## src/hw/rtl/ibhn_ram.sv

```systemverilog
module ibhn_ram #(
  parameter int WIDTH = 8,
  parameter int DEPTH = 2
) (
  input  logic                     clk,
  input  logic                     we,
  input  logic [$clog2(DEPTH)-1:0] waddr,
  input  logic [WIDTH-1:0]         wdata,
  input  logic [$clog2(DEPTH)-1:0] raddr,
  output logic [WIDTH-1:0]         rdata
);

  logic [WIDTH-1:0] mem [DEPTH];

  always_ff @(posedge clk) begin
    if (we) begin
      mem[waddr] <= wdata;
    end
    rdata <= mem[raddr];
  end

endmodule

```

## config.mk

```make
export PLATFORM = sky130hd
export DESIGN_NAME = ibhn_ram
export DESIGN_NICKNAME = d
export VERILOG_FILES = /design/src/hw/rtl/ibhn_ram.sv
export SDC_FILE = /design/constraint.sdc
export NUM_CORES = 1
export LEC_CHECK = 0
export BUFFER_PORTS_ARGS = -buffer_cell sky130_fd_sc_hd__buf_4
export CAP_MARGIN = 20
export CORE_UTILIZATION = 40
export CTS_CLUSTER_SIZE = 8
export DETAILED_ROUTE_END_ITERATION = 8
export SLEW_MARGIN = 20
export SYNTH_ARGS = -nofsm -noshare
export SYNTH_HDL_FRONTEND = slang
export SYNTH_SLANG_ARGS = --single-unit
```

## constraint.sdc

```tcl
create_clock -name clk -period 1.57 [get_ports clk]
set_clock_uncertainty 0.1 [all_clocks]
set_input_delay 0.314 -clock clk [delete_from_list [all_inputs] [get_ports clk]]
set_output_delay 0.314 -clock clk [all_outputs]
set_load 0.01 [all_outputs]
```

==> results of run 1 <==
[power groups by stage]
stage | logic (mW) | registers [mW] | clock network (mW)
detailed placement | 0.113 | 0.751 | 0
floorplan | 0.0435 | 0.758 | 0
CTS | 0.113 | 0.736 | 0.441
finish | 0.111 | 0.735 | 0.432
global placement | 0.110 | 0.748 | 0
global route | 0.120 | 0.739 | 0.471
[worst min path at each step]
| stage | start | to | slack [ns] | cells after the start |
|---|---|---|---|---|
| 6_report | wdata[5] | mem[1][5] | 0.08 | 1 |
| 5_1_grt | wdata[7] | mem[0][7] | 0.05 | 1 |
| 4_1_cts | wdata[6] | mem[0][6] | 0.07 | 1 |
| 3_5_place_dp | mem[1][5] | rdata[5] | 0.36 | 1 |
| 3_3_place_gp | mem[0][4] | rdata[4] | 0.35 | 1 |
| 2_1_floorplan | wdata[0] | mem[0][0] | 0.31 | 0 |
[state kept, by name, indices dropped and copies added, names as in the netlist]
name	count
mem	16
rdata	8
[area by class of cell]
| cell class | count | area, µm² |
|---|---|---|
| Fill cell | 145 | 768.2 |
| Sequential cell | 24 | 640.6 |
| Timing Repair Buffer | 21 | 157.7 |
| Multi-Input combinational cell | 10 | 132.6 |
| Tap cell | 25 | 31.28 |
| Clock inverter | 1 | 30.03 |
| Clock buffer | 3 | 22.52 |
[cell families after synthesis]
logic type             after synthesis
buffers and inverters                1
multiplexers                         8
AND/OR/NAND/NOR                      2
flip-flops                          24
[layer usage]
metal / up-vias / wire, µm / track usage
met5: - / 0 / 0
met4: 0 / 15 / 0.05294
met3: 2 / 41 / 0.04706
met2: 15 / 590 / 0.2085
met1: 172 / 344 / 0.09463
li1: 176 / - / -
[layout by cell type, fill, tap and decap left out, drive strengths merged]
cell    count
clkbuf      3
and2        1
dfxtp       8
bufinv      1
buf        21
nor2b       1
mux2        8
edfxtp     16
==> results.py, run 1 <==
metrics = {
    "detailed_routing": {
        "wire_per_inst_um": 11.81,
        "antenna_left": 0,
        "finalWirelength_um": 992,
        "vias_per_cell": 4.345,
        "drt_iter0_markers": 6,
        "num_vias": 365,
        "drc_errors": 0,
        "dr.pass1.iters": 2,
    },
    "synth": {
        "synth_common_cells": "edfxtp_1, dfxtp_1, mux2_4",
        "async_flop_share": 0,
        "yosys.area.top_type": "edfxtp_1",
        "ys_ff_latch": 24,
        "synth_edf_count": 16,
        "synth_most_common_cell": "edfxtp_1",
        "synth_ff_type": "edfxtp_1",
        "ys.warnings.count": 0,
        "syn_avg_cell_area_um2": 22.41,
        "netlist_area_um2": 784.5,
        "synth_top_area_share": 0.6124,
        "muxShareOfSynthArea": 0.1531,
        "synth.distinct_cells": 6,
        "syn_inst": 35,
        "synth-adder-area-share": 0,
        "synth_top_family_by_area": "multiplexers",
        "synth_compound_area_frac": 0,
        "synthesis.nets": 47,
        "synth-xor-area-share": 0,
        "yosys-top-cells-area": "edfxtp_1, dfxtp_1, mux2_4, buf_6, and2_1",
        "ys_seq_area_frac": 0.8166,
        "synthSimpleGateAreaFrac": 0.01595,
    },
    "worst_setup_path": {
        "cp-end-kind": "primary output",
        "startpoint": "rdata[7]",
        "rrSetupSlack_ns": 0.70,
        "path_buf_inv": 1,
        "path_max_fanout": 1,
        "crit_type": "register to primary output",
        "arrival_ns": 0.76,
        "r2r_start": "mem[0][4]",
        "cp_cell_sequence": "buf_4",
        "start_kind": "register",
        "rr_worst_depth": 1,
        "path_delay_family": "flip-flops",
        "crit_required_ns": 1.16,
        "crit_end": "rdata[7]",
        "cpMaxStageDelayCell": "dfxtp_1",
        "worst-path-stages": 1,
        "critPathMaxStageDelay_ns": 0.32,
        "reg2reg_to": "rdata[4]",
    },
    "global_route": {
        "grt_pass1_vias": 356,
        "grt_pass1_wl_um": 1455,
        "antenna_found_initial": 0,
        "track_usage": 0.1095,
        "overflow": 0,
        "grt_max_degree": 15,
    },
    "power_and_ir_drop": {
        "switching_power_uw": 225.1,
        "fin_total_pwr_mw": 1.277,
        "p_sw_frac": 0.1762,
        "power.density_mw_per_mm2": 1259,
        "p_leak_nw": 0.4177,
        "seq_power_share": 0.576,
        "clkPwrFrac": 0.338,
        "p_comb_frac": 0.087,
        "vdd_drop_max_mv": 0.7423,
        "p_int_mw": 1.052,
    },
    "die": {
        "die_h_um": 46.29,
        "coreArea_mm2": 0.001783,
        "start_util": 0.4400,
        "pin_count": 20,
        "die_area_mm2": 0.002142,
        "dieWidth_um": 46.29,
        "row_count": 15,
    },
    "sta": {
        "worstMarginPinSlew_ns": 0.3678,
        "period_share": 0.7491,
        "tns_ns": 0,
        "setup_viol": 0,
        "hold_violations": 0,
        "drv_slew": 0,
        "fin_ws_ns": 0.3940,
        "grt_setup_unrepaired": "no",
        "fin_hold_ws_ns": 0.08180,
        "slew_headroom": 0.7548,
        "max_clock_freq_ghz": 0.8503,
        "finalCriticalPeriod_ns": 1.176,
    },
    "clock_network": {
        "cts_tree": "built",
        "cts_buffer_depth": 2,
        "post-cts-setup-buffers": 0,
        "clk_pin_slew_ns": 0.12,
        "clk_latency_ns": 0.31,
        "ctsResizeCount": 0,
        "cts-root-buf": "clkbuf_4",
        "cts.sinks": 24,
        "cts_made_buffers": 3,
        "holdBufCountCts": 0,
        "cts_max_level": 1,
    },
    "run": {
        "maxCapViolCount": 0,
    },
    "layout": {
        "n_antenna_cell": 0,
        "fin_util": 0.5691,
        "layout-drive-gt1-share": 0.5593,
        "final_area_mm2": 0.001015,
        "area_growth_pct": 29.35,
        "nNetsFinal": 72,
        "instances_no_fill": 84,
    },
    "place": {
        "dp.cells": 80,
        "place_area_um2": 962.2,
        "io_buffers": 19,
        "place_congestion": 0.6198,
        "post-place-ws_ns": 0.3570,
    },
    "worst_hold_path": {
        "worstHoldPathType": "input port to register",
    },
    "outcome": {
        "status": "finished, final reports clean",
    },
}
Power figures use the tool's default switching activity.
==> run 2: changes to the inputs <==
==> constraint.sdc (replaced) <==
create_clock -name clk -period 1.1 [get_ports clk]
set_clock_uncertainty 0.1 [all_clocks]
set_input_delay 0.22 -clock clk [delete_from_list [all_inputs] [get_ports clk]]
set_output_delay 0.22 -clock clk [all_outputs]
set_load 0.01 [all_outputs]
==> run 2 against run 1 <==
Worst setup slack got worse by 0.37 ns. Die area unchanged. Via count grew 9.0%. Sequential share of layout area fell by 6.1 points. Cell area rose by 11%. Final cell count increased by 12%. Highest routed layer is now met3.
==> results.py, run 2 (same netlist as run 1, synthesis figures left out) <==
metrics = {
    "worst_setup_path": {
        "reg2reg_to": "rdata[1]",
        "cpMaxStageDelayCell": "dfxtp_2",
        "critPathMaxStageDelay_ns": 0.34,
        "cp_cell_sequence": "buf_6",
        "crit_type": "register to primary output",
        "path_max_fanout": 1,
        "rr_worst_depth": 1,
        "start_kind": "register",
        "cp-end-kind": "primary output",
        "crit_required_ns": 0.78,
        "path_buf_inv": 1,
        "arrival_ns": 0.75,
        "rrSetupSlack_ns": 0.24,
        "path_delay_family": "flip-flops",
        "r2r_start": "mem[0][1]",
    },
    "die": {
        "pin_count": 20,
        "start_util": 0.4400,
        "coreArea_mm2": 0.001783,
        "dieWidth_um": 46.29,
        "die_area_mm2": 0.002142,
        "die_h_um": 46.29,
        "row_count": 15,
    },
    "sta": {
        "grt_setup_unrepaired": "yes",
        "finalCriticalPeriod_ns": 1.073,
        "max_clock_freq_ghz": 0.9318,
        "fin_ws_ns": 0.02676,
        "setup_viol": 0,
        "worstMarginPinSlew_ns": 0.1547,
        "drv_slew": 0,
        "hold_violations": 0,
        "period_share": 0.9757,
        "slew_headroom": 0.8969,
        "tns_ns": 0,
    },
    "power_and_ir_drop": {
        "vdd_drop_max_mv": 0.7493,
        "power.density_mw_per_mm2": 1508,
        "p_leak_nw": 0.4655,
    },
    "outcome": {
        "status": "finished, final reports clean",
    },
    "detailed_routing": {
        "dr.pass1.iters": 4,
        "wire_per_inst_um": 11.65,
        "antenna_left": 0,
        "finalWirelength_um": 1095,
        "drc_errors": 0,
        "vias_per_cell": 4.234,
        "num_vias": 398,
        "drt_iter0_markers": 9,
    },
    "global_route": {
        "met1_usage": 0.1521,
        "grt_pass1_wl_um": 1649,
        "grt_util_met2": 0.1690,
        "busiest_layer": "met2",
        "overflow": 0,
        "gr-usage-met3": 0.04706,
        "track_usage": 0.1164,
        "antenna_found_initial": 0,
        "grt_pass1_vias": 380,
        "grt_max_degree": 14,
    },
    "layout": {
        "area_growth_pct": 44.18,
        "nNetsFinal": 82,
        "seq_area_um2": 645.6,
        "final_cell_mix": "edfxtp_1, buf_4, mux2_4, dlygate4sd3_1, buf_6",
        "n_antenna_cell": 0,
        "top_regs": "mem: 16 flops, rdata: 8 flops",
        "final_common_cell": "edfxtp_1",
        "fill_cells": 125,
        "final_area_mm2": 0.001131,
        "layout-drive-gt1-share": 0.5797,
        "largest-register": "mem",
        "largest_reg_flops": 16,
        "multiInputGateArea_um2": 135.1,
    },
    "clock_network": {
        "cts.sinks": 24,
        "clk_latency_ns": 0.30,
        "cts_made_buffers": 3,
        "cts_max_level": 1,
        "post-cts-setup-buffers": 0,
        "cts-root-buf": "clkbuf_4",
        "cts_tree": "built",
        "clk_pin_slew_ns": 0.13,
        "cts_buffer_depth": 2,
    },
    "worst_hold_path": {
        "min_path_cells": 2,
        "min_to": "rdata[1]",
        "hp-start": "raddr",
        "worstHoldPathType": "input port to register",
    },
    "place": {
        "place_area_um2": 979.7,
        "post-place-ws_ns": 0.1018,
        "io_buffers": 19,
        "place_congestion": 0.6378,
    },
    "run": {
        "maxCapViolCount": 0,
    },
}
==> run 2: cell count changes in the layout (fill, tap and decap cells not counted), sizes merged <==
| cell | before | now |
|---|---|---|
| buf | 21 | 23 |
| bufinv | 1 | 0 |
| clkbuf | 3 | 4 |
| dlygate4sd3 | 0 | 8 |
==> run 2: metal layers <==
layer / wire, µm / vias up
met5: 0 / -
met4: 0 / 0
met2: 526 / 13
li1: - / 195
met3: 47 / 0
met1: 521 / 190
==> run 2: area by class of cell <==
class	instances	share of cell area
clock buffer	4	0.03208
timing repair buffer	31	0.2500
tap	25	0.02765
sequential	24	0.5708
multi-input combinational	10	0.1195
==> run 2: where the power goes <==
group          leakage (nW)  internal (mW)  switching (mW)
clock                0.0210          0.202           0.242
combinational         0.227          0.141          0.0640
sequential            0.218           1.04          0.0215
==> run 2: worst max path at each step <==
stage / slack [ns] / cells past startpoint / from / end
CTS: 0.007 / 1 / rdata[7] / rdata[7]
global placement: 0.11 / 3 / waddr / mem[0][1]
floorplan: 0.16 / 1 / we / mem[0][0]
finish: 0.03 / 1 / rdata[7] / rdata[7]
detailed placement: 0.10 / 3 / waddr / mem[0][7]
global route: -0.01 / 1 / rdata[1] / rdata[1]
==> run 2: through the flow <==
stage | std cells | utilization | hold WS [ns] | total power [mW]
2_1_floorplan | 35 | - | 0.2189 | 1.145
3_3_place_gp | 82 | 0.5495 | 0.3062 | 1.231
3_5_place_dp | 82 | 0.5495 | 0.3088 | 1.240
4_1_cts | 94 | 0.6147 | 0.1793 | 1.702
5_1_grt | 94 | 0.6344 | 0.1696 | 1.778
6_report | 94 | 0.6344 | 0.1837 | 1.705
==> run 2: repair_timing <==
item / in CTS / in global routing
endpoints found under the hold margin: 16 / 0
setup endpoints to repair: 0 / 8
hold buffers: 8 / 0
gates resized for setup: 0 / 12
