===== src/hw/rtl/ibhn_pkg.sv =====
package ibhn_pkg;

  localparam int CFG_W   = 11;
  localparam int IDX_I_W = 10;
  localparam int PIX_W   = 32;
  localparam int RAD_W   = 16;
  localparam int R2_W    = 2 * RAD_W;
  localparam int BRT_W   = 16;
  localparam int WGT_W   = 48;
  localparam int DIV_N   = 64;
  localparam int FRAC_W  = 16;

  localparam logic [2:0] ACT_PIXEL  = 3'd0;
  localparam logic [2:0] ACT_RADIUS = 3'd1;
  localparam logic [2:0] ACT_SWEEP  = 3'd2;
  localparam logic [2:0] ACT_READ   = 3'd3;
  localparam logic [2:0] ACT_CLEAR  = 3'd4;

  localparam logic [BRT_W-1:0] Q16_ONE = 16'hFFFF;

  typedef enum logic [3:0] {
    ST_CLEAR,
    ST_IDLE,
    ST_PIX,
    ST_SW_RD,
    ST_SW_MUL,
    ST_SW_START,
    ST_SW_DIV,
    ST_SW_WR,
    ST_RD_CHK,
    ST_RD_DIV
  } state_t;

endpackage


===== src/hw/rtl/ibhn_div.sv =====
module ibhn_div (
  input  logic                        clk,
  input  logic                        rst_n,
  input  logic                        start,
  input  logic [ibhn_pkg::DIV_N-1:0]  dividend,
  input  logic [ibhn_pkg::WGT_W-1:0]  divisor,
  output logic                        done,
  output logic [ibhn_pkg::DIV_N-1:0]  quotient
);

  localparam int DN  = ibhn_pkg::DIV_N;
  localparam int WW  = ibhn_pkg::WGT_W;
  localparam int SCW = $clog2(DN);
  localparam logic [SCW-1:0] STEP_LAST = SCW'(DN - 1);

  logic           run_r;
  logic           done_r;
  logic [SCW-1:0] step_r;
  logic [WW-1:0]  rem_r;
  logic [WW-1:0]  den_r;
  logic [DN-1:0]  q_r;
  logic [WW:0]    sh;
  logic           ge;
  logic [WW-1:0]  rem_nxt;

  // restoring division, one quotient bit per cycle
  always_comb begin
    sh      = {rem_r, q_r[DN-1]};
    ge      = sh >= {1'b0, den_r};
    rem_nxt = ge ? WW'(sh - {1'b0, den_r}) : sh[WW-1:0];
  end

  always_ff @(posedge clk) begin
    if (!rst_n) begin
      run_r  <= 1'b0;
      done_r <= 1'b0;
      step_r <= '0;
    end else begin
      done_r <= 1'b0;
      if (start) begin
        run_r  <= 1'b1;
        step_r <= '0;
      end else if (run_r) begin
        step_r <= step_r + SCW'(1);
        if (step_r == STEP_LAST) begin
          run_r  <= 1'b0;
          done_r <= 1'b1;
        end
      end
    end
  end

  always_ff @(posedge clk) begin
    if (start) begin
      rem_r <= '0;
      den_r <= divisor;
      q_r   <= dividend;
    end else if (run_r) begin
      rem_r <= rem_nxt;
      q_r   <= {q_r[DN-2:0], ge};
    end
  end

  assign done     = done_r;
  assign quotient = q_r;

endmodule

===== config.mk =====
export PLATFORM = sky130hd
export DESIGN_NAME = ibhn_div
export DESIGN_NICKNAME = d
export VERILOG_FILES = /design/src/hw/rtl/ibhn_pkg.sv /design/src/hw/rtl/ibhn_div.sv
export SDC_FILE = /design/constraint.sdc
export NUM_CORES = 1
export LEC_CHECK = 0
export ABC_AREA = 0
export ABC_CLOCK_PERIOD_IN_PS = 7000
export BUFFER_PORTS_ARGS = -buffer_cell sky130_fd_sc_hd__buf_2
export CAP_MARGIN = 25
export CORE_MARGIN = 5
export CORE_UTILIZATION = 57
export CTS_CLUSTER_DIAMETER = 120
export DETAILED_ROUTE_END_ITERATION = 6
export PLACE_DENSITY = 0.83
export SLEW_MARGIN = 20
export SYNTH_ARGS = -nofsm -noshare
export SYNTH_HDL_FRONTEND = slang
export SYNTH_SLANG_ARGS = --single-unit

===== constraint.sdc =====
create_clock -name clk -period 7 [get_ports clk]
set_input_delay 1.4 -clock clk [delete_from_list [all_inputs] [get_ports clk]]
set_output_delay 1.4 -clock clk [all_outputs]
set_load 0.1 [all_outputs]

==> report_table.html, run 1 <==
<table>
<tr><th>Metric</th><th>Value</th></tr>
<tr><th colspan="2">Status</th></tr>
<tr><td>Run status</td><td>finished, final reports clean</td></tr>
<tr><th colspan="2">Layout</th></tr>
<tr><td>Footprint of the multi-input gates</td><td>approximately 4500 µm²</td></tr>
<tr><td>Antenna diode count</td><td>0</td></tr>
<tr><td>Post-layout net count</td><td>1232</td></tr>
<tr><td>Final cell area excluding filler cells</td><td>about 11000 µm²</td></tr>
<tr><td>Filler instances</td><td>1252</td></tr>
<tr><td>Layout Area Growth over Synthesis</td><td>16.96%</td></tr>
<tr><td>Fraction of final layout cells sized beyond drive strength 1</td><td>0.2833</td></tr>
<tr><td>Register cell area after layout</td><td>4486 µm²</td></tr>
<tr><th colspan="2">Yosys</th></tr>
<tr><td>Post-Synth XOR/XNOR Area</td><td>0.04452</td></tr>
<tr><td>Post-Synth Simple-Gate Area</td><td>0.1067</td></tr>
<tr><td>Fraction of registers with async set/reset</td><td>0</td></tr>
<tr><td>Post-Synthesis Cell Area</td><td>between 9000 and 10000 µm²</td></tr>
<tr><td>Post-synthesis adder-cell area fraction</td><td>0.06704</td></tr>
<tr><td>Number of enable flip-flop cells after synthesis</td><td>between 100 and 150</td></tr>
<tr><td>Main combinational cell family by area after synthesis</td><td>compound AO/OA/AOI/OAI gates</td></tr>
<tr><td>Average footprint of a synthesized cell</td><td>roughly 10 µm²</td></tr>
<tr><td>Unique masters post-synth</td><td>60</td></tr>
<tr><td>Synth Register Bits</td><td>168</td></tr>
<tr><td>Synthesized net count</td><td>1081</td></tr>
<tr><td>Mapped Cells</td><td>916</td></tr>
<tr><td>Portion of the post-synthesis area used by sequential elements</td><td>0.4748</td></tr>
<tr><td>Proportion of synthesized area in mux cells</td><td>0.08585</td></tr>
<tr><td>Main synth FF type</td><td>sky130_fd_sc_hd__edfxtp_1</td></tr>
<tr><td>Warnings from Yosys</td><td>0</td></tr>
<tr><td>Area fraction in compound gates after synthesis</td><td>0.1724</td></tr>
<tr><th colspan="2">Worst hold path</th></tr>
<tr><td>Classification of the worst-slack hold path</td><td>reg2reg</td></tr>
<tr><td>Hold path start</td><td>rem_r[6]$_SDFFE_PP0P_</td></tr>
<tr><td>End point of the most critical hold path</td><td>rem_r[6]$_SDFFE_PP0P_</td></tr>
<tr><td>Depth of the worst hold-timing path</td><td>2</td></tr>
<tr><th colspan="2">Setup path</th></tr>
<tr><td>Startpoint Class</td><td>flop</td></tr>
<tr><td>Worst reg2reg startpoint</td><td>den_r[12]$_DFFE_PP_</td></tr>
<tr><td>Reg-to-reg slack, setup</td><td>2820 ps</td></tr>
<tr><td>Worst setup EP type</td><td>flop</td></tr>
<tr><td>Maximum fanout along the worst path</td><td>43</td></tr>
<tr><td>Worst Reg2Reg Path Length in Cells</td><td>13</td></tr>
<tr><td>Capture instance of the worst register-to-register path</td><td>rem_r[44]$_SDFFE_PP0P_</td></tr>
<tr><td>Crit path required time</td><td>between 7000 and 8000 ps</td></tr>
<tr><td>Arrival time worst endpoint</td><td>4460 ps</td></tr>
<tr><td>Category of the critical setup timing path</td><td>reg2reg</td></tr>
<tr><th colspan="2">Clocking</th></tr>
<tr><td>Maximum buffer depth of the clock tree</td><td>2</td></tr>
<tr><td>TritonCTS clock tree</td><td>done</td></tr>
<tr><td>Library cell used as clock root buffer</td><td>sky130_fd_sc_hd__clkbuf_16</td></tr>
<tr><td>Worst-Skew Late Latency</td><td>440 ps</td></tr>
<tr><td>Quantity of hold-fixing buffers added after cts</td><td>0</td></tr>
<tr><td>Clock-pin slew reported for the worst setup and hold paths after clock tree synthesis</td><td>roughly 70 ps</td></tr>
<tr><td>Total clock buffers created by CTS</td><td>17</td></tr>
<tr><td>H-tree Lvls</td><td>4</td></tr>
<tr><td>Post-CTS setup buffer count</td><td>0</td></tr>
<tr><td>CTS-repair resized insts</td><td>0</td></tr>
<tr><td>Total clock sinks</td><td>168</td></tr>
<tr><th colspan="2">Global routing</th></tr>
<tr><td>Maximum number of pins on one net before global-route repair</td><td>94</td></tr>
<tr><td>Overflow left after global routing</td><td>0</td></tr>
<tr><td>Number of global-route vias before repair</td><td>7562</td></tr>
<tr><td>First-pass GRT wire length</td><td>around 38000 µm</td></tr>
<tr><td>Gr usage total</td><td>0.2418</td></tr>
<tr><td>Antenna violations before repair</td><td>0</td></tr>
<tr><th colspan="2">Timing</th></tr>
<tr><td>Max Clock Freq</td><td>0.2394 GHz</td></tr>
<tr><td>Smallest setup slack after layout</td><td>between 2000 and 3000 ps</td></tr>
<tr><td>RSZ-0062 raised after global routing</td><td>false</td></tr>
<tr><td>Slew at the pin closest to its max-slew limit</td><td>904.2 ps</td></tr>
<tr><td>Minimum clock period</td><td>4178 ps</td></tr>
<tr><td>Max-slew violation total from the final report</td><td>0</td></tr>
<tr><td>Final-report setup violation count</td><td>0</td></tr>
<tr><td>Share of the cycle needed by the critical path after routing</td><td>0.5968</td></tr>
<tr><td>Final number of hold-violating endpoints</td><td>0</td></tr>
<tr><td>Final total negative setup slack</td><td>0 ps</td></tr>
<tr><td>Max_slew headroom</td><td>0.3972</td></tr>
<tr><td>Final Skew</td><td>15.03 ps</td></tr>
<tr><th colspan="2">Pwr</th></tr>
<tr><td>Net switching component of the power</td><td>1.028 mW</td></tr>
<tr><td>Combinational fraction of design power</td><td>0.250</td></tr>
<tr><td>Flop pwr share</td><td>0.411</td></tr>
<tr><td>Clock power share</td><td>0.339</td></tr>
<tr><td>Leakage power figure</td><td>4.658 nW</td></tr>
<tr><td>Worst IR drop on VDD</td><td>195.2 µV</td></tr>
<tr><td>Final Power</td><td>2.884 mW</td></tr>
<tr><td>Cell internal pwr</td><td>1.856 mW</td></tr>
<tr><td>Proportion of total power due to net switching</td><td>0.3564</td></tr>
<tr><td>Total power density per cell area</td><td>261.1 nW/µm²</td></tr>
<tr><th colspan="2">Floorplanning</th></tr>
<tr><td>Count of pins on the block boundary</td><td>180</td></tr>
<tr><td>Effective utilization at floorplan</td><td>0.5756</td></tr>
<tr><td>Die ar.</td><td>roughly 19000 µm²</td></tr>
<tr><td>Number of placement rows</td><td>47</td></tr>
<tr><td>Die Y</td><td>between 100 and 150 µm</td></tr>
<tr><td>Width of the die</td><td>138.7 µm</td></tr>
<tr><td>Area of the core</td><td>16410 µm²</td></tr>
<tr><th colspan="2">Route</th></tr>
<tr><td>Average via count per standard cell</td><td>around 5.8</td></tr>
<tr><td>Vias after detailed routing</td><td>roughly 7500</td></tr>
<tr><td>DRC viols</td><td>0</td></tr>
<tr><td>Wire per inst</td><td>17.90 µm</td></tr>
<tr><td>First drt pass iteration count</td><td>5</td></tr>
<tr><td>Final Routed Wirelength</td><td>23280 µm</td></tr>
<tr><td>Count of antenna-violating nets left after detailed routing</td><td>0</td></tr>
<tr><td>Iteration-0 DRC Markers</td><td>a little under 600</td></tr>
<tr><th colspan="2">Place</th></tr>
<tr><td>Routability-driven placement congestion ratio</td><td>slightly below 0.9</td></tr>
<tr><td>Final HPWL DP</td><td>16840 µm</td></tr>
<tr><td>Count of buffers inserted at the top-level ports</td><td>179</td></tr>
<tr><td>Pre-CTS setup slack</td><td>2871 ps</td></tr>
<tr><td>Placed instance area</td><td>10430 µm²</td></tr>
<tr><th colspan="2">Run</th></tr>
<tr><td>Reported max-cap violation count</td><td>0</td></tr>
</table>
-- cell type report --
type                       count  share of cell area
sequential                   168              0.4061
timing repair buffer         184             0.08507
clock buffer                  17             0.03851
tap                          220             0.02492
clock inverter                15             0.01767
inverter                      60             0.02039
multi-input combinational    636              0.4073
-- through the flow --
stage | hold slack (ps) | utilization | instances
global route | 513.8 | 0.6732 | 1300
floorplan | 453.1 | - | 916
detailed placement | 481.6 | 0.6354 | 1268
global placement | 465.5 | 0.6354 | 1268
CTS | 496.0 | 0.6732 | 1300
finish | 497.4 | 0.6732 | 1300
-- power groups by stage --
| stage | Clock [mW] | Sequential (mW) | Combinational (mW) |
|---|---|---|---|
| 2_1_floorplan | 0 | 1.48 | 0.289 |
| 3_3_place_gp | 0 | 1.20 | 0.706 |
| 3_5_place_dp | 0 | 1.21 | 0.715 |
| 4_1_cts | 0.989 | 1.19 | 0.719 |
| 5_1_grt | 1.04 | 1.19 | 0.769 |
| 6_report | 0.977 | 1.19 | 0.721 |
-- critical path, stage by stage, from the launching register on --
cell and delay, ps:
sky130_fd_sc_hd__edfxtp_1 330, sky130_fd_sc_hd__inv_1 40, sky130_fd_sc_hd__ha_1 340, sky130_fd_sc_hd__a21oi_1 280
sky130_fd_sc_hd__o22ai_1 150, sky130_fd_sc_hd__a2bb2oi_1 190, sky130_fd_sc_hd__nor3_4 290, sky130_fd_sc_hd__o21ai_2 130
sky130_fd_sc_hd__a221oi_2 360, sky130_fd_sc_hd__o211a_2 810, sky130_fd_sc_hd__buf_4 470, sky130_fd_sc_hd__mux2_1 370
sky130_fd_sc_hd__a21oi_1 160, sky130_fd_sc_hd__a211oi_1 60
-- synthesized netlist by cell type (9+ instances only) --
library cell | instances | share of area
sky130_fd_sc_hd__edfxtp_1 | 112 | 0.36
sky130_fd_sc_hd__nor2_1 | 86 | 0.034
sky130_fd_sc_hd__a21oi_1 | 81 | 0.043
sky130_fd_sc_hd__mux2_2 | 63 | 0.075
sky130_fd_sc_hd__nand2_1 | 61 | 0.024
sky130_fd_sc_hd__inv_1 | 60 | 0.024
sky130_fd_sc_hd__dfxtp_1 | 56 | 0.12
sky130_fd_sc_hd__ha_1 | 49 | 0.065
sky130_fd_sc_hd__o21ai_0 | 45 | 0.024
sky130_fd_sc_hd__clkbuf_1 | 38 | 0.015
sky130_fd_sc_hd__xor2_1 | 29 | 0.027
sky130_fd_sc_hd__nand4_1 | 22 | 0.015
sky130_fd_sc_hd__a21o_1 | 20 | 0.016
sky130_fd_sc_hd__xnor2_1 | 19 | 0.018
sky130_fd_sc_hd__a211oi_2 | 17 | 0.023
sky130_fd_sc_hd__a211oi_1 | 12 | 0.0095
sky130_fd_sc_hd__nor3_1 | 11 | 0.0058
sky130_fd_sc_hd__o21ai_1 | 11 | 0.0058
sky130_fd_sc_hd__a22oi_1 | 9 | 0.0072
sky130_fd_sc_hd__mux2i_1 | 9 | 0.0095
sky130_fd_sc_hd__nand2b_1 | 9 | 0.0060
sky130_fd_sc_hd__nor2b_1 | 9 | 0.0060
-- cell families (layout without fill, tap and decap cells) --
| kind of cell | Yosys count | in the layout |
|---|---|---|
| adders and majority gates | 50 | 50 |
| AOI/OAI and AO/OA | 245 | 245 |
| and+or+nand+nor | 220 | 220 |
| muxes | 73 | 73 |
| xor gates and xnor gates | 48 | 48 |
| buffers and inverters | 112 | 276 |
| DFF | 168 | 168 |
-- worst max path at each step --
stage                                start                      to
global placement       den_r[12]$_DFFE_PP_  rem_r[47]$_SDFFE_PP0P_
CTS                    den_r[12]$_DFFE_PP_  rem_r[44]$_SDFFE_PP0P_
floorplan           quotient[63]$_DFFE_PP_  rem_r[42]$_SDFFE_PP0P_
global route           den_r[12]$_DFFE_PP_  rem_r[46]$_SDFFE_PP0P_
finish                 den_r[12]$_DFFE_PP_  rem_r[44]$_SDFFE_PP0P_
detailed placement     den_r[12]$_DFFE_PP_  rem_r[44]$_SDFFE_PP0P_
-- state kept, by name (all words and copies together), names as in the netlist --
register  cells
quotient     64
den_r        48
rem_r        48
step_r        6
done          1
run_r         1
-- per-layer routing --
layer	part of all wire	track usage	vias to the layer above
li1	-	-	3622
met1	0.42	0.3009	3536
met2	0.48	0.4070	283
met3	0.081	0.07828	35
met4	0.019	0.06797	0
met5	0	0	-
-- layout by cell type (no fill, tap or decap), types with 3 or more instances in the layout --
master	netlist	routed
sky130_fd_sc_hd__o221ai_1	4	4
sky130_fd_sc_hd__o21ai_1	11	11
sky130_fd_sc_hd__o21a_1	8	8
sky130_fd_sc_hd__a21o_1	20	20
sky130_fd_sc_hd__o21bai_1	7	7
sky130_fd_sc_hd__mux2_2	63	63
sky130_fd_sc_hd__nand3_1	7	7
sky130_fd_sc_hd__xor2_1	29	29
sky130_fd_sc_hd__nor3_1	11	11
sky130_fd_sc_hd__a31oi_1	3	3
sky130_fd_sc_hd__dfxtp_1	56	55
sky130_fd_sc_hd__inv_8	0	5
sky130_fd_sc_hd__a211oi_1	12	12
sky130_fd_sc_hd__nand2_1	61	61
sky130_fd_sc_hd__xnor2_1	19	19
sky130_fd_sc_hd__a211oi_2	17	17
sky130_fd_sc_hd__clkinv_8	0	4
sky130_fd_sc_hd__nor2_1	86	86
sky130_fd_sc_hd__nor2b_1	9	9
sky130_fd_sc_hd__mux2i_1	9	9
sky130_fd_sc_hd__a22oi_1	9	9
sky130_fd_sc_hd__inv_6	0	3
sky130_fd_sc_hd__a21oi_1	81	81
sky130_fd_sc_hd__nand4_1	22	22
sky130_fd_sc_hd__a22o_1	3	3
sky130_fd_sc_hd__o21ai_0	45	45
sky130_fd_sc_hd__edfxtp_1	112	112
sky130_fd_sc_hd__buf_2	8	178
sky130_fd_sc_hd__nor3b_1	3	3
sky130_fd_sc_hd__ha_1	49	49
sky130_fd_sc_hd__o211ai_1	4	4
sky130_fd_sc_hd__buf_4	0	5
sky130_fd_sc_hd__clkbuf_16	0	17
sky130_fd_sc_hd__nand2b_1	9	9
sky130_fd_sc_hd__or3_1	4	4
sky130_fd_sc_hd__inv_1	60	59
Power figures use the tool's default switching activity.
==> run 2, diff against run 1 <==
--- a/config.mk
+++ b/config.mk
@@ -5,15 +5,15 @@
 export SDC_FILE = /design/constraint.sdc
 export NUM_CORES = 1
 export LEC_CHECK = 0
-export ABC_AREA = 0
-export ABC_CLOCK_PERIOD_IN_PS = 7000
+export ABC_AREA = 1
+export ABC_CLOCK_PERIOD_IN_PS = 4050
 export BUFFER_PORTS_ARGS = -buffer_cell sky130_fd_sc_hd__buf_2
 export CAP_MARGIN = 25
 export CORE_MARGIN = 5
 export CORE_UTILIZATION = 57
 export CTS_CLUSTER_DIAMETER = 120
 export DETAILED_ROUTE_END_ITERATION = 6
-export PLACE_DENSITY = 0.83
+export PLACE_DENSITY = 0.81
 export SLEW_MARGIN = 20
 export SYNTH_ARGS = -nofsm -noshare
 export SYNTH_HDL_FRONTEND = slang
==> constraint.sdc (replaced) <==
create_clock -name clk -period 4.05 [get_ports clk]
set_input_delay 0.81 -clock clk [delete_from_list [all_inputs] [get_ports clk]]
set_output_delay 0.81 -clock clk [all_outputs]
set_load 0.1 [all_outputs]
==> report_table.html, run 2 <==
<table>
<tr><th>Metric</th><th>Value</th></tr>
<tr><th colspan="2">Clocking</th></tr>
<tr><td>TritonCTS clock tree</td><td>done</td></tr>
<tr><td>CTS-repair resized insts</td><td>0</td></tr>
<tr><td>Maximum buffer depth of the clock tree</td><td>2</td></tr>
<tr><td>Total clock sinks</td><td>roughly 170</td></tr>
<tr><td>Clock-pin slew reported for the worst setup and hold paths after clock tree synthesis</td><td>around 70 ps</td></tr>
<tr><td>H-tree Lvls</td><td>4</td></tr>
<tr><td>Quantity of hold-fixing buffers added after cts</td><td>0</td></tr>
<tr><td>Total clock buffers created by CTS</td><td>17</td></tr>
<tr><td>Worst-Skew Late Latency</td><td>~450 ps</td></tr>
<tr><td>Post-CTS setup buffer count</td><td>0</td></tr>
<tr><td>Library cell used as clock root buffer</td><td>sky130_fd_sc_hd__clkbuf_16</td></tr>
<tr><th colspan="2">Global routing</th></tr>
<tr><td>Met2 Track Usage GR</td><td>0.4946</td></tr>
<tr><td>Gr usage total</td><td>0.2892</td></tr>
<tr><td>Global Route met1 Usage</td><td>0.3689</td></tr>
<tr><td>Global route hottest layer</td><td>met2</td></tr>
<tr><td>First-pass GRT wire length</td><td>50980 µm</td></tr>
<tr><td>Number of global-route vias before repair</td><td>10210</td></tr>
<tr><td>Antenna violations before repair</td><td>1</td></tr>
<tr><td>Maximum number of pins on one net before global-route repair</td><td>between 60 and 70</td></tr>
<tr><td>GRT met3 Usage</td><td>0.05996</td></tr>
<tr><td>Overflow left after global routing</td><td>0</td></tr>
<tr><th colspan="2">Timing</th></tr>
<tr><td>Final Hold Slack</td><td>468.1 ps</td></tr>
<tr><td>Final-report setup violation count</td><td>0</td></tr>
<tr><td>RSZ-0062 raised after global routing</td><td>false</td></tr>
<tr><td>Slew at the pin closest to its max-slew limit</td><td>646.2 ps</td></tr>
<tr><td>Final total negative setup slack</td><td>0 ps</td></tr>
<tr><td>Smallest setup slack after layout</td><td>1424 ps</td></tr>
<tr><td>Minimum clock period</td><td>~2600 ps</td></tr>
<tr><td>Max-slew violation total from the final report</td><td>0</td></tr>
<tr><td>Share of the cycle needed by the critical path after routing</td><td>0.6485</td></tr>
<tr><td>Final Skew</td><td>roughly 19 ps</td></tr>
<tr><td>Max_slew headroom</td><td>0.5686</td></tr>
<tr><td>Max Clock Freq</td><td>0.3807 GHz</td></tr>
<tr><td>Final number of hold-violating endpoints</td><td>0</td></tr>
<tr><th colspan="2">Route</th></tr>
<tr><td>Wire per inst</td><td>15.16 µm</td></tr>
<tr><td>Vias after detailed routing</td><td>10640</td></tr>
<tr><td>Average via count per standard cell</td><td>5.077</td></tr>
<tr><td>Iteration-0 DRC Markers</td><td>around 740</td></tr>
<tr><td>First drt pass iteration count</td><td>5</td></tr>
<tr><td>Count of antenna-violating nets left after detailed routing</td><td>0</td></tr>
<tr><td>DRC viols</td><td>0</td></tr>
<tr><td>Final Routed Wirelength</td><td>about 32000 µm</td></tr>
<tr><th colspan="2">Run</th></tr>
<tr><td>Reported max-cap violation count</td><td>0</td></tr>
<tr><th colspan="2">Yosys</th></tr>
<tr><td>Unique masters post-synth</td><td>35</td></tr>
<tr><td>Top cells by area in the synthesized netlist</td><td>sky130_fd_sc_hd__edfxtp_1 30%, sky130_fd_sc_hd__nand2_1 24%, sky130_fd_sc_hd__dfxtp_1 10%, sky130_fd_sc_hd__inv_1 9.4%, sky130_fd_sc_hd__ha_1 5.5%</td></tr>
<tr><td>Number of enable flip-flop cells after synthesis</td><td>112</td></tr>
<tr><td>Fraction of registers with async set/reset</td><td>0</td></tr>
<tr><td>Synth Register Bits</td><td>168</td></tr>
<tr><td>Top-count cell post-synth</td><td>sky130_fd_sc_hd__nand2_1</td></tr>
<tr><td>Warnings from Yosys</td><td>0</td></tr>
<tr><td>Main synth FF type</td><td>sky130_fd_sc_hd__edfxtp_1</td></tr>
<tr><td>Share of Yosys cell area claimed by the top area cell type</td><td>0.3021</td></tr>
<tr><td>Portion of the post-synthesis area used by sequential elements</td><td>0.4028</td></tr>
<tr><td>Post-Synthesis Cell Area</td><td>around 11000 µm²</td></tr>
<tr><td>Synthesized net count</td><td>1813</td></tr>
<tr><td>Average footprint of a synthesized cell</td><td>6.755 µm²</td></tr>
<tr><td>Top post-synthesis cells by count</td><td>718 x sky130_fd_sc_hd__nand2_1, 278 x sky130_fd_sc_hd__inv_1, 117 x sky130_fd_sc_hd__nand3_1</td></tr>
<tr><td>Top cell type by total area after synthesis</td><td>sky130_fd_sc_hd__edfxtp_1</td></tr>
<tr><td>Mapped Cells</td><td>1648</td></tr>
<tr><th colspan="2">Setup path</th></tr>
<tr><td>Startpoint Class</td><td>flop</td></tr>
<tr><td>Worst setup EP type</td><td>flop</td></tr>
<tr><td>Maximum fanout along the worst path</td><td>between 40 and 50</td></tr>
<tr><td>Crit path required time</td><td>around 4400 ps</td></tr>
<tr><td>Category of the critical setup timing path</td><td>reg2reg</td></tr>
<tr><td>Arrival time worst endpoint</td><td>2960 ps</td></tr>
<tr><td>Worst Reg2Reg Path Length in Cells</td><td>15</td></tr>
<tr><th colspan="2">Floorplanning</th></tr>
<tr><td>Width of the die</td><td>149.8 µm</td></tr>
<tr><td>Die ar.</td><td>22430 µm²</td></tr>
<tr><td>Number of placement rows</td><td>51</td></tr>
<tr><td>Area of the core</td><td>19330 µm²</td></tr>
<tr><td>Die Y</td><td>between 100 and 150 µm</td></tr>
<tr><td>Effective utilization at floorplan</td><td>0.5757</td></tr>
<tr><td>Count of pins on the block boundary</td><td>180</td></tr>
<tr><th colspan="2">Layout</th></tr>
<tr><td>Layout Area Growth over Synthesis</td><td>15.81%</td></tr>
<tr><td>Final cell area excluding filler cells</td><td>12890 µm²</td></tr>
<tr><td>Register cell area after layout</td><td>~4500 µm²</td></tr>
<tr><td>Top library cells by usage in the layout, fill and taps aside</td><td>718 x sky130_fd_sc_hd__nand2_1, 276 x sky130_fd_sc_hd__inv_1, 178 x sky130_fd_sc_hd__buf_2, 117 x sky130_fd_sc_hd__nand3_1, 112 x sky130_fd_sc_hd__edfxtp_1</td></tr>
<tr><td>Filler instances</td><td>1766</td></tr>
<tr><td>Fraction of final layout cells sized beyond drive strength 1</td><td>0.1453</td></tr>
<tr><td>Post-Layout Cell Count</td><td>2096</td></tr>
<tr><td>Footprint of the multi-input gates</td><td>5314 µm²</td></tr>
<tr><td>Antenna diode count</td><td>0</td></tr>
<tr><td>Number of flip-flops under the largest register name</td><td>64</td></tr>
<tr><td>Most frequent standard cell in the layout excluding fill and tap cells</td><td>sky130_fd_sc_hd__nand2_1</td></tr>
<tr><td>Share of the core filled with cells in the final layout</td><td>0.6668</td></tr>
<tr><td>Post-layout net count</td><td>1983</td></tr>
<tr><th colspan="2">Pwr</th></tr>
<tr><td>Worst IR drop on VDD</td><td>338.4 µV</td></tr>
<tr><td>Total power density per cell area</td><td>~370 nW/µm²</td></tr>
<tr><td>Leakage power figure</td><td>7.031 nW</td></tr>
<tr><td>Final Power</td><td>4.739 mW</td></tr>
<tr><th colspan="2">Worst hold path</th></tr>
<tr><td>Depth of the worst hold-timing path</td><td>2</td></tr>
<tr><td>Classification of the worst-slack hold path</td><td>reg2reg</td></tr>
<tr><th colspan="2">Place</th></tr>
<tr><td>Final HPWL DP</td><td>24650 µm</td></tr>
<tr><td>Pre-CTS setup slack</td><td>1443 ps</td></tr>
<tr><td>Count of buffers inserted at the top-level ports</td><td>179</td></tr>
<tr><td>DP Cell Count</td><td>between 2000 and 2500</td></tr>
<tr><td>Placed instance area</td><td>12280 µm²</td></tr>
<tr><td>Routability-driven placement congestion ratio</td><td>between 1 and 1.5</td></tr>
<tr><th colspan="2">Status</th></tr>
<tr><td>Run status</td><td>finished, final reports clean</td></tr>
</table>
[run 2: cell type report]
type / instances / share of cell area
Multi-Input combinational cell: 1137 / 0.4122
Sequential cell: 168 / 0.3478
Inverter: 304 / 0.08851
Timing Repair Buffer: 190 / 0.07803
Clock buffer: 19 / 0.03358
Tap cell: 265 / 0.02572
Clock inverter: 13 / 0.01417
[run 2: worst paths after layout]
path | endpoint | slack, ps | start
hold / removal | rem_r[35]$_SDFFE_PP0P_ | 470 | rem_r[35]$_SDFFE_PP0P_
hold reg to reg | rem_r[35]$_SDFFE_PP0P_ | 470 | rem_r[35]$_SDFFE_PP0P_
setup / recovery | rem_r[46]$_SDFFE_PP0P_ | 1420 | den_r[44]$_DFFE_PP_
setup reg to reg | rem_r[46]$_SDFFE_PP0P_ | 1420 | den_r[44]$_DFFE_PP_
[run 2: metal layers]
layer / share of wire / vias to the layer above
li1: - / 5400
met3: 0.074 / 65
met1: 0.42 / 4766
met5: 0.00022 / -
met2: 0.48 / 409
met4: 0.029 / 2
[run 2: where the power goes]
part	internal, mW	switching, mW	total [mW]
combinational	0.193	0.788	0.982
clock	0.993	0.753	1.75
sequential	1.96	0.0527	2.01
[run 2: cell families after synthesis]
logic type | synth area share
compound gates | 0.03462
xor+xnor | 0.01731
fa+ha+maj | 0.05687
buf+inv | 0.1207
flops | 0.4028
simple gates | 0.3677
[run 2: critical path, cell delays in order, from the launching register on]
cell and delay, ps:
sky130_fd_sc_hd__edfxtp_1 350, sky130_fd_sc_hd__inv_1 70, sky130_fd_sc_hd__ha_1 270, sky130_fd_sc_hd__a21oi_1 260, sky130_fd_sc_hd__nand2_1 80, sky130_fd_sc_hd__inv_1 70
sky130_fd_sc_hd__nor2_1 40, sky130_fd_sc_hd__nor2_1 220, sky130_fd_sc_hd__nand3_2 130, sky130_fd_sc_hd__nor2_4 130, sky130_fd_sc_hd__buf_4 480, sky130_fd_sc_hd__nand3_1 130
sky130_fd_sc_hd__nand2_1 90, sky130_fd_sc_hd__inv_1 40, sky130_fd_sc_hd__nand2_1 60, sky130_fd_sc_hd__nand2_1 50
==> run 3, diff against run 2 <==
--- a/config.mk
+++ b/config.mk
@@ -6,7 +6,7 @@
 export NUM_CORES = 1
 export LEC_CHECK = 0
 export ABC_AREA = 1
-export ABC_CLOCK_PERIOD_IN_PS = 4050
+export ABC_CLOCK_PERIOD_IN_PS = 2600
 export BUFFER_PORTS_ARGS = -buffer_cell sky130_fd_sc_hd__buf_2
 export CAP_MARGIN = 25
 export CORE_MARGIN = 5
==> constraint.sdc (replaced) <==
create_clock -name clk -period 2.6 [get_ports clk]
set_input_delay 0.52 -clock clk [delete_from_list [all_inputs] [get_ports clk]]
set_output_delay 0.52 -clock clk [all_outputs]
set_load 0.1 [all_outputs]
==> report_table.html, run 3 (synthesized netlist as in run 2, its figures left out) <==
<table>
<tr><th>Metric</th><th>Value</th></tr>
<tr><th colspan="2">Status</th></tr>
<tr><td>Run status</td><td>finished, final reports clean</td></tr>
<tr><th colspan="2">Timing</th></tr>
<tr><td>Max_slew headroom</td><td>0.5874</td></tr>
<tr><td>Smallest setup slack after layout</td><td>between 100 and 150 ps</td></tr>
<tr><td>Final Hold Slack</td><td>249.6 ps</td></tr>
<tr><td>Minimum clock period</td><td>about 2500 ps</td></tr>
<tr><td>Slew at the pin closest to its max-slew limit</td><td>about 620 ps</td></tr>
<tr><td>Final Skew</td><td>15.38 ps</td></tr>
<tr><td>Final number of hold-violating endpoints</td><td>0</td></tr>
<tr><td>Max-slew violation total from the final report</td><td>0</td></tr>
<tr><td>Share of the cycle needed by the critical path after routing</td><td>0.9538</td></tr>
<tr><td>Max Clock Freq</td><td>roughly 0.40 GHz</td></tr>
<tr><td>RSZ-0062 raised after global routing</td><td>false</td></tr>
<tr><td>Final total negative setup slack</td><td>0 ps</td></tr>
<tr><td>Final-report setup violation count</td><td>0</td></tr>
<tr><th colspan="2">Layout</th></tr>
<tr><td>Top library cells by usage in the layout, fill and taps aside</td><td>718 x sky130_fd_sc_hd__nand2_1, 276 x sky130_fd_sc_hd__inv_1, 178 x sky130_fd_sc_hd__buf_2, 116 x sky130_fd_sc_hd__nand3_1, 112 x sky130_fd_sc_hd__edfxtp_1</td></tr>
<tr><td>Final cell area excluding filler cells</td><td>12980 µm²</td></tr>
<tr><td>Layout Area Growth over Synthesis</td><td>16.58%</td></tr>
<tr><td>Most frequent standard cell in the layout excluding fill and tap cells</td><td>sky130_fd_sc_hd__nand2_1</td></tr>
<tr><td>Fraction of final layout cells sized beyond drive strength 1</td><td>0.1489</td></tr>
<tr><td>Number of flip-flops under the largest register name</td><td>64</td></tr>
<tr><td>Post-layout net count</td><td>1986</td></tr>
<tr><th colspan="2">Pwr</th></tr>
<tr><td>Total power density per cell area</td><td>558.5 nW/µm²</td></tr>
<tr><td>Leakage power figure</td><td>7.063 nW</td></tr>
<tr><td>Final Power</td><td>7.248 mW</td></tr>
<tr><td>Worst IR drop on VDD</td><td>483.4 µV</td></tr>
<tr><th colspan="2">Route</th></tr>
<tr><td>Wire per inst</td><td>around 15 µm</td></tr>
<tr><td>Post-Route M1 WL</td><td>13380 µm</td></tr>
<tr><td>Count of antenna-violating nets left after detailed routing</td><td>0</td></tr>
<tr><td>DRC viols</td><td>0</td></tr>
<tr><td>Average via count per standard cell</td><td>5.134</td></tr>
<tr><td>Iteration-0 DRC Markers</td><td>roughly 920</td></tr>
<tr><td>First drt pass iteration count</td><td>7</td></tr>
<tr><td>Met2 wire length</td><td>15010 µm</td></tr>
<tr><td>Amount of wire on met3 after detailed routing</td><td>2541 µm</td></tr>
<tr><td>Final Routed Wirelength</td><td>32080 µm</td></tr>
<tr><td>Vias after detailed routing</td><td>approximately 11000</td></tr>
<tr><td>Top routing layer in use</td><td>met4</td></tr>
<tr><th colspan="2">Setup path</th></tr>
<tr><td>Arrival time worst endpoint</td><td>2820 ps</td></tr>
<tr><td>Startpoint Class</td><td>flop</td></tr>
<tr><td>Cell seen most often among critical-path stages</td><td>sky130_fd_sc_hd__nand2_1</td></tr>
<tr><td>Worst setup EP type</td><td>flop</td></tr>
<tr><td>Bufs and invs on worst path</td><td>5</td></tr>
<tr><td>Gate family responsible for the most delay along the worst path</td><td>simple AND/OR/NAND/NOR gates</td></tr>
<tr><td>Maximum fanout along the worst path</td><td>36</td></tr>
<tr><td>Max incr delay on CP</td><td>approximately 370 ps</td></tr>
<tr><td>Critical-path cell list</td><td>inv_1 &gt; ha_1 &gt; nand2_1 &gt; inv_1 &gt; a21oi_1 &gt; nand2_1 &gt; inv_2 &gt; a21oi_2 &gt; nor2_4 &gt; buf_12 &gt; nand3_1 &gt; nand2_1 &gt; inv_1 &gt; nand2_1 &gt; nand2_1</td></tr>
<tr><td>Crit path required time</td><td>2940 ps</td></tr>
<tr><td>Category of the critical setup timing path</td><td>reg2reg</td></tr>
<tr><td>Slowest stage cell, crit path</td><td>sky130_fd_sc_hd__edfxtp_1</td></tr>
<tr><th colspan="2">Clocking</th></tr>
<tr><td>TritonCTS clock tree</td><td>done</td></tr>
<tr><td>Total clock buffers created by CTS</td><td>17</td></tr>
<tr><td>Clock-pin slew reported for the worst setup and hold paths after clock tree synthesis</td><td>80 ps</td></tr>
<tr><td>Post-CTS setup buffer count</td><td>0</td></tr>
<tr><td>CTS-repair resized insts</td><td>0</td></tr>
<tr><td>Library cell used as clock root buffer</td><td>sky130_fd_sc_hd__clkbuf_16</td></tr>
<tr><td>Maximum buffer depth of the clock tree</td><td>2</td></tr>
<tr><td>H-tree Lvls</td><td>4</td></tr>
<tr><td>Total clock sinks</td><td>168</td></tr>
<tr><td>Quantity of hold-fixing buffers added after cts</td><td>0</td></tr>
<tr><td>Worst-Skew Late Latency</td><td>440 ps</td></tr>
<tr><th colspan="2">Global routing</th></tr>
<tr><td>Overflow left after global routing</td><td>0</td></tr>
<tr><td>Maximum number of pins on one net before global-route repair</td><td>112</td></tr>
<tr><td>Number of global-route vias before repair</td><td>a little over 10000</td></tr>
<tr><td>Antenna violations before repair</td><td>0</td></tr>
<tr><td>First-pass GRT wire length</td><td>about 51000 µm</td></tr>
<tr><td>Gr usage total</td><td>0.2907</td></tr>
<tr><th colspan="2">Place</th></tr>
<tr><td>Placed instance area</td><td>12370 µm²</td></tr>
<tr><td>Pre-CTS setup slack</td><td>161.5 ps</td></tr>
<tr><td>Count of buffers inserted at the top-level ports</td><td>179</td></tr>
<tr><td>Final HPWL DP</td><td>24450 µm</td></tr>
<tr><td>Routability-driven placement congestion ratio</td><td>1.043</td></tr>
<tr><th colspan="2">Floorplanning</th></tr>
<tr><td>Area of the core</td><td>19330 µm²</td></tr>
<tr><td>Die ar.</td><td>22430 µm²</td></tr>
<tr><td>Die Y</td><td>149.8 µm</td></tr>
<tr><td>Number of placement rows</td><td>51</td></tr>
<tr><td>Count of pins on the block boundary</td><td>180</td></tr>
<tr><td>Width of the die</td><td>149.8 µm</td></tr>
<tr><td>Effective utilization at floorplan</td><td>0.5757</td></tr>
<tr><th colspan="2">Run</th></tr>
<tr><td>Reported max-cap violation count</td><td>0</td></tr>
<tr><th colspan="2">Worst hold path</th></tr>
<tr><td>Classification of the worst-slack hold path</td><td>in2reg</td></tr>
</table>
## run 3: cell types whose count changed in the layout (fill, tap and decap cells not counted), sizes merged
cell and change:
diode +1, clkinv +5, bufinv -3, buf +3, clkbuf -2
## run 3: worst paths after layout
| path | startpoint | endpoint | slack [ps] | cells past startpoint |
|---|---|---|---|---|
| setup / recovery | den_r[31]$_DFFE_PP_ | rem_r[40]$_SDFFE_PP0P_ | 120 | 15 |
| hold reg to reg | rem_r[29]$_SDFFE_PP0P_ | rem_r[29]$_SDFFE_PP0P_ | 470 | 2 |
| setup reg to reg | den_r[31]$_DFFE_PP_ | rem_r[40]$_SDFFE_PP0P_ | 120 | 15 |
| hold / removal | divisor[8] | den_r[8]$_DFFE_PP_ | 250 | 1 |
## run 3: through the flow
stage                     std cells  utilization
after floorplan                1648            -
after global placement         2067       0.6396
after detailed placement       2067       0.6396
after CTS                      2099       0.6709
after global routing           2099       0.6711
final                          2100       0.6712
## run 3: area by class of cell
type,instances,area (µm²)
sequential,168,4484
tap,265,331.6
antenna,1,2.502
clock buffer,17,425.4
multi-input combinational,1137,5319
fill,1728,6357
clock inverter,15,178.9
timing repair buffer,193,1095
inverter,304,1141
## run 3: routing by layer
| layer | up-vias | track usage |
|---|---|---|
| met5 | - | 0 |
| met4 | 0 | 0.1061 |
| met3 | 85 | 0.06299 |
| met2 | 416 | 0.4916 |
| met1 | 4867 | 0.3676 |
| li1 | 5413 | - |
## run 3: power by group
| part | leakage [nW] | switching (mW) | internal [mW] |
|---|---|---|---|
| clock network | 0.293 | 1.27 | 1.30 |
| logic | 5.19 | 1.23 | 0.310 |
| registers | 1.58 | 0.0834 | 3.05 |
| total | 7.06 | 2.59 | 4.66 |
